[config.mk]
export PLATFORM = sky130hd
export DESIGN_NAME = edit_distance_top
export DESIGN_NICKNAME = d
export VERILOG_FILES = /design/src/hw/rtl/ed_pkg.sv /design/src/hw/rtl/ed_sweep.sv /design/src/hw/rtl/edit_distance_top.sv
export VERILOG_INCLUDE_DIRS = /design/src /design/src/hw/rtl
export SDC_FILE = /design/constraint.sdc
export NUM_CORES = 2
export LEC_CHECK = 0
export CAP_MARGIN = 20
export CORE_UTILIZATION = 25
export CTS_BUF_LIST = sky130_fd_sc_hd__clkbuf_8
export DETAILED_ROUTE_END_ITERATION = 10
export DONT_BUFFER_PORTS = 1
export PLACE_DENSITY_LB_ADDON = 0.1
export SETUP_SLACK_MARGIN = 0.3
export SLEW_MARGIN = 30
export SYNTH_ARGS = -nofsm -noshare
export SYNTH_HDL_FRONTEND = slang
export SYNTH_SLANG_ARGS = --single-unit
[constraint.sdc]
create_clock -name i_clk -period 8.2 [get_ports i_clk]
set_clock_uncertainty 0.2 [all_clocks]
set_input_delay 1.23 -clock i_clk [delete_from_list [all_inputs] [get_ports i_clk]]
set_output_delay 1.23 -clock i_clk [all_outputs]
set_load 0.005 [all_outputs]
[src/hw/rtl/edit_distance_top_macros.svh]
// ----------------------------------------------------------------------------
// edit_distance_top_macros.svh
// Assertion macros for the edit distance block. Empty when SYNTH is set.
// ----------------------------------------------------------------------------
`ifndef EDIT_DISTANCE_TOP_MACROS_SVH
`define EDIT_DISTANCE_TOP_MACROS_SVH

`ifndef SYNTH
// same-cycle implication, checked out of reset
`define ED_ASSERT_IMP(label, ante, cons) \
    label: assert property (@(posedge i_clk) disable iff (!i_rst_n) (ante) |-> (cons)) \
        else $error("edit_distance assertion failed");
// next-cycle implication, checked out of reset
`define ED_ASSERT_NEXT(label, ante, cons) \
    label: assert property (@(posedge i_clk) disable iff (!i_rst_n) (ante) |=> (cons)) \
        else $error("edit_distance assertion failed");
`else
`define ED_ASSERT_IMP(label, ante, cons)
`define ED_ASSERT_NEXT(label, ante, cons)
`endif

`endif

[src/hw/rtl/ed_pkg.sv]
// ----------------------------------------------------------------------------
// ed_pkg
// Shared constants and word types of the edit distance block.
// ----------------------------------------------------------------------------
package ed_pkg;

    // default sizing
    localparam int MAX_LEN     = 64;
    localparam int SYMBOL_BITS = 8;

    // fixed field widths
    localparam int ACTION_W   = 2;
    localparam int SYMBOL_W   = 8;
    localparam int DISTANCE_W = 7;

    // action codes
    localparam logic [ACTION_W-1:0] ACT_SOURCE  = 2'd0;
    localparam logic [ACTION_W-1:0] ACT_TARGET  = 2'd1;
    localparam logic [ACTION_W-1:0] ACT_COMPUTE = 2'd2;

    // input word
    typedef struct packed {
        logic [ACTION_W-1:0] action;
        logic [SYMBOL_W-1:0] symbol;
    } t_in_word;

    // output word
    typedef struct packed {
        logic [DISTANCE_W-1:0] distance;
        logic                  overflow;
    } t_out_word;

    // top -> sweep control
    typedef struct packed {
        logic start;
        logic ack;
    } t_sweep_ctl;

    // sweep -> top status
    typedef struct packed {
        logic done;
        logic src_rd;
        logic tgt_rd;
    } t_sweep_sts;

endpackage

[src/hw/rtl/ed_sweep.sv]
// ----------------------------------------------------------------------------
// ed_sweep
// Distance sequencer: owns the cost row memory and sweeps it once per
// source symbol, one cell per cycle, reading the symbol stores of the top.
// ----------------------------------------------------------------------------
module ed_sweep #(
    parameter int MAX_LEN = ed_pkg::MAX_LEN,
    parameter int SYM_W   = ed_pkg::SYMBOL_BITS,
    localparam int LW     = $clog2(MAX_LEN + 1),
    localparam int AW     = (MAX_LEN > 1) ? $clog2(MAX_LEN) : 1
) (
    input  logic               i_clk,
    input  logic               i_rst_n,
    input  ed_pkg::t_sweep_ctl i_ctl,
    input  logic [LW-1:0]      i_src_len,
    input  logic [LW-1:0]      i_tgt_len,
    output ed_pkg::t_sweep_sts o_sts,
    output logic [AW-1:0]      o_src_addr,
    output logic [AW-1:0]      o_tgt_addr,
    input  logic [SYM_W-1:0]   i_src_sym,
    input  logic [SYM_W-1:0]   i_tgt_sym,
    output logic [LW-1:0]      o_result
);

    localparam logic [2:0] S_IDLE = 3'd0;
    localparam logic [2:0] S_INIT = 3'd1;
    localparam logic [2:0] S_ROW  = 3'd2;
    localparam logic [2:0] S_CELL = 3'd3;
    localparam logic [2:0] S_DONE = 3'd4;

    logic [2:0]    r_state, n_state;
    logic [LW-1:0] r_n, n_n;
    logic [LW-1:0] r_m, n_m;
    logic [LW-1:0] r_i, n_i;
    logic [LW-1:0] r_j, n_j;
    logic [LW-1:0] r_diag, n_diag;
    logic [LW-1:0] r_left, n_left;
    logic [LW-1:0] r_result, n_result;

    // cost row memory
    logic [LW-1:0] r_row [MAX_LEN+1];
    logic [LW-1:0] r_row_q;
    logic          w_row_we;
    logic [LW-1:0] w_row_waddr;
    logic [LW-1:0] w_row_wdata;
    logic          w_row_re;
    logic [LW-1:0] w_row_raddr;

    // cell arithmetic, one bit wider for the +1
    logic [LW:0]   w_sub;
    logic [LW:0]   w_del;
    logic [LW:0]   w_ins;
    logic [LW:0]   w_min1;
    logic [LW:0]   w_best;

    always_comb begin
        w_sub  = {1'b0, r_diag} + {{LW{1'b0}}, (i_src_sym != i_tgt_sym)};
        w_del  = {1'b0, r_row_q} + {{LW{1'b0}}, 1'b1};
        w_ins  = {1'b0, r_left} + {{LW{1'b0}}, 1'b1};
        w_min1 = (w_sub < w_del) ? w_sub : w_del;
        w_best = (w_min1 < w_ins) ? w_min1 : w_ins;
    end

    // sequencer
    always_comb begin
        n_state     = r_state;
        n_n         = r_n;
        n_m         = r_m;
        n_i         = r_i;
        n_j         = r_j;
        n_diag      = r_diag;
        n_left      = r_left;
        n_result    = r_result;
        w_row_we    = 1'b0;
        w_row_waddr = r_j;
        w_row_wdata = r_j;
        w_row_re    = 1'b0;
        w_row_raddr = r_j + LW'(1);
        o_sts       = '0;
        o_src_addr  = AW'(r_i - LW'(1));
        o_tgt_addr  = r_j[AW-1:0];
        case (r_state)
            S_IDLE: begin
                if (i_ctl.start) begin
                    n_n = i_src_len;
                    n_m = i_tgt_len;
                    n_j = '0;
                    if (i_src_len == '0) begin
                        n_result = i_tgt_len;
                        n_state  = S_DONE;
                    end else if (i_tgt_len == '0) begin
                        n_result = i_src_len;
                        n_state  = S_DONE;
                    end else begin
                        n_state = S_INIT;
                    end
                end
            end
            S_INIT: begin
                // row zero: cost of j insertions
                w_row_we = 1'b1;
                if (r_j == r_m) begin
                    n_i     = LW'(1);
                    n_state = S_ROW;
                end else begin
                    n_j = r_j + LW'(1);
                end
            end
            S_ROW: begin
                // new left edge, fetch source symbol and first column
                w_row_we    = 1'b1;
                w_row_waddr = '0;
                w_row_wdata = r_i;
                w_row_re    = 1'b1;
                w_row_raddr = LW'(1);
                o_sts.src_rd = 1'b1;
                o_sts.tgt_rd = 1'b1;
                o_tgt_addr  = '0;
                n_diag      = r_i - LW'(1);
                n_left      = r_i;
                n_j         = LW'(1);
                n_state     = S_CELL;
            end
            S_CELL: begin
                // write column j, read column j+1 (never the same entry)
                w_row_we    = 1'b1;
                w_row_wdata = w_best[LW-1:0];
                n_left      = w_best[LW-1:0];
                n_diag      = r_row_q;
                if (r_j != r_m) begin
                    w_row_re     = 1'b1;
                    o_sts.tgt_rd = 1'b1;
                    n_j          = r_j + LW'(1);
                end else if (r_i == r_n) begin
                    n_result = w_best[LW-1:0];
                    n_state  = S_DONE;
                end else begin
                    n_i     = r_i + LW'(1);
                    n_state = S_ROW;
                end
            end
            S_DONE: begin
                o_sts.done = 1'b1;
                if (i_ctl.ack) begin
                    n_state = S_IDLE;
                end
            end
            default: begin
                n_state = S_IDLE;
            end
        endcase
    end

    // control state
    always_ff @(posedge i_clk) begin
        if (!i_rst_n) begin
            r_state <= S_IDLE;
        end else begin
            r_state <= n_state;
        end
    end

    // datapath registers
    always_ff @(posedge i_clk) begin
        r_n      <= n_n;
        r_m      <= n_m;
        r_i      <= n_i;
        r_j      <= n_j;
        r_diag   <= n_diag;
        r_left   <= n_left;
        r_result <= n_result;
    end

    // cost row memory, one write and one registered read
    always_ff @(posedge i_clk) begin
        if (w_row_we) begin
            r_row[w_row_waddr] <= w_row_wdata;
        end
        if (w_row_re) begin
            r_row_q <= r_row[w_row_raddr];
        end
    end

    assign o_result = r_result;

endmodule

[src/hw/rtl/edit_distance_top.sv]
// ----------------------------------------------------------------------------
// edit_distance_top
// Levenshtein distance between two symbol strings with unit edit costs.
// ----------------------------------------------------------------------------
// Usage:
//   Input channel (i_in_valid / o_in_stall / i_in_word): each word appends
//   one symbol to the source or target string, or asks for the distance.
//   Appends are taken one per cycle while not stalled and give no output
//   word; symbols past MAX_LEN are dropped and flag overflow. An unused
//   action is taken and ignored.
//   A compute word returns one output word (distance, overflow) and empties
//   both strings. For lengths n and m, both nonzero, the sweep writes
//   row zero, then starts one row per source symbol and fills it one cell
//   per cycle, bounded by the single port pair of the cost row memory.
//   With an empty string the sweep goes straight to its done state.
//   The input is stalled for the whole sweep, until the result is in the
//   output register.
//   Output channel (o_out_valid / i_out_stall / o_out_word): a result holds
//   in the output register while stalled; appends are still taken then.
//   Reset (i_rst_n low, synchronous) empties both strings, clears overflow
//   and drops any pending result. No clearing pass is needed.
// ----------------------------------------------------------------------------
`include "edit_distance_top_macros.svh"

module edit_distance_top #(
    parameter int MAX_LEN     = ed_pkg::MAX_LEN,
    parameter int SYMBOL_BITS = ed_pkg::SYMBOL_BITS
) (
    input  logic             i_clk,
    input  logic             i_rst_n,
    input  logic             i_in_valid,
    output logic             o_in_stall,
    input  ed_pkg::t_in_word i_in_word,
    output logic             o_out_valid,
    input  logic             i_out_stall,
    output ed_pkg::t_out_word o_out_word
);

    localparam int LW = $clog2(MAX_LEN + 1);
    localparam int AW = (MAX_LEN > 1) ? $clog2(MAX_LEN) : 1;
    localparam int SW = (SYMBOL_BITS < ed_pkg::SYMBOL_W) ? SYMBOL_BITS : ed_pkg::SYMBOL_W;
    localparam int DW = ed_pkg::DISTANCE_W;

    logic [LW-1:0] r_src_len;
    logic [LW-1:0] r_tgt_len;
    logic          r_dropped;
    logic          r_busy;
    logic          r_ovf_hold;
    logic          r_out_valid;
    ed_pkg::t_out_word r_out;

    logic              w_in_take;
    logic              w_ack;
    logic              w_src_full;
    logic              w_tgt_full;
    logic [SW-1:0]     w_sym;
    ed_pkg::t_sweep_ctl w_ctl;
    ed_pkg::t_sweep_sts w_sts;
    logic [AW-1:0]     w_src_raddr;
    logic [AW-1:0]     w_tgt_raddr;
    logic [LW-1:0]     w_result;
    logic [LW+DW-1:0]  w_dist_ext;

    // symbol stores
    logic [SW-1:0] r_src_mem [MAX_LEN];
    logic [SW-1:0] r_tgt_mem [MAX_LEN];
    logic [SW-1:0] r_src_q;
    logic [SW-1:0] r_tgt_q;

    // handshake
    assign o_in_stall = r_busy;
    assign w_in_take  = i_in_valid && !r_busy;
    assign w_ack      = w_sts.done && (!r_out_valid || !i_out_stall);
    assign w_src_full = (r_src_len == LW'(MAX_LEN));
    assign w_tgt_full = (r_tgt_len == LW'(MAX_LEN));
    assign w_sym      = i_in_word.symbol[SW-1:0];

    always_comb begin
        w_ctl       = '0;
        w_ctl.start = w_in_take && (i_in_word.action == ed_pkg::ACT_COMPUTE);
        w_ctl.ack   = w_ack;
    end

    // lengths, overflow flag and busy
    always_ff @(posedge i_clk) begin
        if (!i_rst_n) begin
            r_src_len <= '0;
            r_tgt_len <= '0;
            r_dropped <= 1'b0;
            r_busy    <= 1'b0;
        end else begin
            if (w_ack) begin
                r_busy <= 1'b0;
            end
            if (w_in_take) begin
                case (i_in_word.action)
                    ed_pkg::ACT_SOURCE: begin
                        if (w_src_full) begin
                            r_dropped <= 1'b1;
                        end else begin
                            r_src_len <= r_src_len + LW'(1);
                        end
                    end
                    ed_pkg::ACT_TARGET: begin
                        if (w_tgt_full) begin
                            r_dropped <= 1'b1;
                        end else begin
                            r_tgt_len <= r_tgt_len + LW'(1);
                        end
                    end
                    ed_pkg::ACT_COMPUTE: begin
                        r_src_len <= '0;
                        r_tgt_len <= '0;
                        r_dropped <= 1'b0;
                        r_busy    <= 1'b1;
                    end
                    default: begin
                    end
                endcase
            end
        end
    end

    // overflow travels with the pending compute
    always_ff @(posedge i_clk) begin
        if (w_ctl.start) begin
            r_ovf_hold <= r_dropped;
        end
    end

    // symbol store writes and sweep reads
    always_ff @(posedge i_clk) begin
        if (w_in_take && (i_in_word.action == ed_pkg::ACT_SOURCE) && !w_src_full) begin
            r_src_mem[r_src_len[AW-1:0]] <= w_sym;
        end
        if (w_in_take && (i_in_word.action == ed_pkg::ACT_TARGET) && !w_tgt_full) begin
            r_tgt_mem[r_tgt_len[AW-1:0]] <= w_sym;
        end
        if (w_sts.src_rd) begin
            r_src_q <= r_src_mem[w_src_raddr];
        end
        if (w_sts.tgt_rd) begin
            r_tgt_q <= r_tgt_mem[w_tgt_raddr];
        end
    end

    ed_sweep #(
        .MAX_LEN (MAX_LEN),
        .SYM_W   (SW)
    ) u_sweep (
        .i_clk      (i_clk),
        .i_rst_n    (i_rst_n),
        .i_ctl      (w_ctl),
        .i_src_len  (r_src_len),
        .i_tgt_len  (r_tgt_len),
        .o_sts      (w_sts),
        .o_src_addr (w_src_raddr),
        .o_tgt_addr (w_tgt_raddr),
        .i_src_sym  (r_src_q),
        .i_tgt_sym  (r_tgt_q),
        .o_result   (w_result)
    );

    // output register
    assign w_dist_ext = {{DW{1'b0}}, w_result};

    always_ff @(posedge i_clk) begin
        if (!i_rst_n) begin
            r_out_valid <= 1'b0;
        end else if (w_ack) begin
            r_out_valid <= 1'b1;
        end else if (!i_out_stall) begin
            r_out_valid <= 1'b0;
        end
    end

    always_ff @(posedge i_clk) begin
        if (w_ack) begin
            r_out.distance <= w_dist_ext[DW-1:0];
            r_out.overflow <= r_ovf_hold;
        end
    end

    assign o_out_valid = r_out_valid;
    assign o_out_word  = r_out;

    // checks
    `ED_ASSERT_IMP(a_done_busy, w_sts.done, r_busy)
    `ED_ASSERT_NEXT(a_ack_loads, w_ack, o_out_valid && !w_sts.done && !o_in_stall)
    `ED_ASSERT_NEXT(a_compute_clears, w_ctl.start, ~|{r_src_len, r_tgt_len, r_dropped})
    `ED_ASSERT_IMP(a_len_bound, 1'b1, (r_src_len <= LW'(MAX_LEN)) && (r_tgt_len <= LW'(MAX_LEN)))

endmodule
==> impl_metrics.csv <==
group,metric,value,unit
critical_path,worstSetupPathType,"register to register",
power_and_ir_drop,power_density,224,nW/um^2
detailed_routing,ant_nets,0,
clock_tree,cts.clk_slew.worst_paths,60,ps
floorplan,io_pins,24,
detailed_routing,drc,0,
grt,grt_util_all_layers,16.7,%
synthesis,synth_seq_cells,1580,
grt,antenna_found_initial,7,
sta,max_slew_margin,29.2,%
sta,finalSetupViolations,0,
power_and_ir_drop,p_sw,3.72,mW
sta,setup_tns,0,ps
sta,period_share,78.9,%
critical_path,critPathRequiredTime,8710,ps
placed_design,hpwl,127000,um
grt,grt_first_pass_wirelength,299000,um
grt,overflow,0,
sta,slew_viol_final,0,
clock_tree,cts_resized,0,
critical_path,cpMostUsedCell,"ha_1",
detailed_routing,dr.first_iter.drc_count,2985,
sta,fin_crit,6470,ps
sta,grt_setup_unrepaired,"no",
grt,grt_max_degree,129,
synthesis,netlist_instances,3669,
synthesis,ys.warnings.count,0,
floorplan,core-area,251000,um^2
critical_path,cpMaxStageDelayCell,"o21ai_4",
floorplan,dieArea,255000,um^2
power_and_ir_drop,p_clk_share,43.8,%
detailed_routing,wire_per_inst,29.1,um
run,maxCapViolCount,0,
outcome,status,"complete, no violations",
synthesis,ys_types,81,
synthesis,syn_nets,3708,
critical_path,end_kind,"register",
finish,multiInputGateArea,15400,um^2
sta,tightest_slew,1060,ps
clock_tree,worstSkewPairLatency,1010,ps
critical_path,cp.arrival,6980,ps
finish,instances_no_fill,7425,
finish,drive_gt1_share,21.1,%
clock_tree,hold_buffers,2,
placed_design,io_buffers,0,
clock_tree,clk_path_buf_depth,4,
clock_tree,postCtsSetupBuffers,0,
power_and_ir_drop,irDropWorstVdd,118,uV
finish,syn_to_final_growth,15.8,%
power_and_ir_drop,p_seq_share,54.1,%
synthesis,synth_ff_type,"edfxtp_1",
floorplan,die_y,505,um
sta,finalHoldViolations,0,
critical_path,worstPathCellList,"xor2_1 > nor4_1 > nand2_1 > ha_1 > ha_1 > nand2_1 > nor2_1 > xnor2_1 > inv_1 > ha_1 > nand4_1 > nor2_1 > a21oi_2 > o21ai_0 > ha_1 > o21a_1 > o21a_1 > o2111ai_1 > o2bb2ai_1 > a31oi_2 > mux2_2 > o21ai_4 > buf_4",
critical_path,path_max_fanout,41,
clock_tree,h-tree-depth,5,
floorplan,die_w,505,um
clock_tree,cts_tree,"done",
detailed_routing,vias_per_cell,4.76,
clock_tree,clock-sinks,1580,
synthesis,syn_avg_cell_area,17.2,um^2
worst_hold_path,hold_path.class,"input port to register",
critical_path,critPathTopFamily,"compound AO/OA/AOI/OAI gates",
placed_design,post-place-cells,6893,
critical_path,timing.critical_path.slowest_cell_delay,540,ps
floorplan,rows,184,
critical_path,critPathLaunchType,"register",
power_and_ir_drop,switching_share,22.7,%
detailed_routing,vias,35347,
synthesis,synth_edf_count,1560,
detailed_routing,drt_first_pass_iters,5,
power_and_ir_drop,internal_power,12.7,mW
floorplan,start_util,25.1,%
clock_tree,cts_root_buf,"clkbuf_8",
power_and_ir_drop,leakage,22.8,nW
finish,seqCellArea,47200,um^2
finish,final_nets,3900,
finish,fillCellCount,25085,
detailed_routing,wirelength,216000,um
synthesis,synthArstFlopShare,0,%
synthesis,synth_area,63200,um^2
critical_path,crit_buf_inv,2,
clock_tree,cts_made_buffers,312,
power_and_ir_drop,p_comb_share,2.2,%
grt,grt_pass1_vias,36062,
synthesis,ys_seq_area_share,74.8,%
sta,fmax,0.155,GHz
placed_design,routabilityCongestion,0.768,
## worst reg2reg max path, delay by kind of cell (launching register included)
family / cells / cell delay [ps]
AOI/OAI and AO/OA: 8 / 2280
DFF: 1 / 380
muxes: 1 / 460
xor gates and xnor gates: 2 / 380
adders and majority gates: 4 / 1110
buffers and inverters: 2 / 580
and+or+nand+nor: 6 / 760
## worst paths after layout
path / start / to / slack (ps) / cells after the start
worst max-delay path: r_tgt_q[3] / u_sweep.r_row[1][0] / 1730 / 23
worst max register to register: r_tgt_q[3] / u_sweep.r_row[1][0] / 1730 / 23
worst min register to register: u_sweep.o_result[1] / o_out_word[2] / 240 / 0
worst min-delay path: i_in_word[6] / r_src_mem[5][6] / 110 / 0
## power groups by stage
stage	logic, mW	clock network (mW)	registers (mW)
after CTS	0.360	7.42	8.87
after global routing	0.375	7.73	8.86
after detailed placement	0.357	0	9.03
after global placement	0.357	0	9.03
final	0.356	7.18	8.87
after floorplan	0.183	0	9.03
## synth_stat cells, types with 8 or more instances
| cell | n | area [um^2] |
|---|---|---|
| nor2b_1 | 26 | 163 |
| mux2_2 | 53 | 597 |
| clkbuf_1 | 125 | 469 |
| o22ai_1 | 28 | 175 |
| nand4_1 | 12 | 75.1 |
| ha_1 | 25 | 313 |
| nand2b_1 | 13 | 81.3 |
| a2111oi_0 | 16 | 140 |
| mux2i_1 | 87 | 871 |
| o211ai_1 | 19 | 143 |
| a22oi_1 | 77 | 578 |
| a311oi_1 | 13 | 114 |
| inv_1 | 34 | 128 |
| buf_1 | 29 | 109 |
| nor4_1 | 15 | 93.8 |
| a21oi_1 | 88 | 440 |
| xor2_1 | 38 | 333 |
| a221oi_1 | 48 | 420 |
| a22o_1 | 14 | 123 |
| a221o_1 | 14 | 140 |
| dfxtp_1 | 20 | 400 |
| nor2_1 | 324 | 1220 |
| a222oi_1 | 31 | 310 |
| buf_2 | 57 | 285 |
| or2_2 | 12 | 75.1 |
| o311ai_0 | 12 | 105 |
| nor3_1 | 48 | 240 |
| a31oi_1 | 26 | 163 |
| xnor2_1 | 25 | 219 |
| o221ai_1 | 12 | 105 |
| o21ai_0 | 102 | 510 |
| a211o_1 | 8 | 70.1 |
| nand2_1 | 206 | 773 |
| a211oi_1 | 32 | 240 |
| o21a_1 | 9 | 67.6 |
| edfxtp_1 | 1560 | 46800 |
| mux4_2 | 206 | 4640 |
| nand3_1 | 62 | 310 |
| or3_1 | 18 | 113 |
| and3_1 | 30 | 188 |
## flip-flops by register name, summed over array words and instances, names as in the netlist
register / count
r_src_mem: 512
r_tgt_mem: 512
u_sweep.r_row: 455
o_out_word: 8
r_src_q: 8
r_tgt_q: 8
r_src_len: 7
r_tgt_len: 7
u_sweep.o_result: 7
u_sweep.r_diag: 7
u_sweep.r_i: 7
u_sweep.r_j: 7
u_sweep.r_left: 7
u_sweep.r_m: 7
u_sweep.r_n: 7
u_sweep.r_row_q: 7
u_sweep.r_state: 3
o_in_stall: 1
o_out_valid: 1
r_dropped: 1
r_ovf_hold: 1
## logic make-up (layout without fill, tap and decap cells)
kind of cell,count (synthesis),count (layout),synth area share [%]
flip-flops,1580,1580,74.8
AND/OR/NAND/NOR,791,791,5.59
AO/OA/AOI/OAI,607,607,6.89
multiplexers,346,346,9.66
buffers and inverters,257,656,1.72
XOR/XNOR,63,63,0.873
adder cells (fa/ha/maj),25,25,0.495
other,0,9,0
## metrics by stage
step	power (mW)	worst slack [ps]	cell area (um^2)	hold slack (ps)	util [%]
after floorplan	9.22	641	63200	200	-
after global placement	9.39	1400	67500	259	26.8
after detailed placement	9.39	1720	67800	248	27.0
after CTS	16.6	1660	73100	3.56	29.1
after global routing	17.0	1150	73200	-1.89	29.1
final	16.4	1730	73200	114	29.1
## cells in the final DEF (no fill, tap or decap), types with 28 or more instances in the layout
| master | synthesis | routed |
|---|---|---|
| edfxtp_1 | 1560 | 1560 |
| clkbuf_8 | 0 | 322 |
| nor2_1 | 324 | 247 |
| mux4_2 | 206 | 206 |
| nand2_1 | 206 | 204 |
| inv_1 | 34 | 129 |
| o21ai_0 | 102 | 94 |
| a21oi_1 | 88 | 87 |
| mux2i_1 | 87 | 87 |
| buf_4 | 3 | 87 |
| a22oi_1 | 77 | 77 |
| nor2_2 | 0 | 75 |
| clkinv_1 | 2 | 70 |
| nand3_1 | 62 | 58 |
| mux2_2 | 53 | 53 |
| a221oi_1 | 48 | 48 |
| nor3_1 | 48 | 38 |
| xor2_1 | 38 | 36 |
| a211oi_1 | 32 | 32 |
| a222oi_1 | 31 | 31 |
| and3_1 | 30 | 30 |
| o22ai_1 | 28 | 28 |
## layout make-up
| cell class | count | area share [%] |
|---|---|---|
| antenna | 9 | 0.0308 |
| clock buffer | 322 | 6.05 |
| clock inverter | 199 | 1.25 |
| inverter | 38 | 0.203 |
| multi-input combinational | 1832 | 21.0 |
| sequential | 1580 | 64.5 |
| tap | 3348 | 5.72 |
| timing repair buffer | 97 | 1.16 |
## layer usage
metal  vias to the layer above  wire length [um]  track usage [%]
met4                         0              5640             4.89
met3                       345             11000             3.43
met2                       980             99300             26.2
li1                      15238                 -                -
met1                     18784            100000             23.1
met5                         -                 0                0
(Power assumes the default switching activity.)
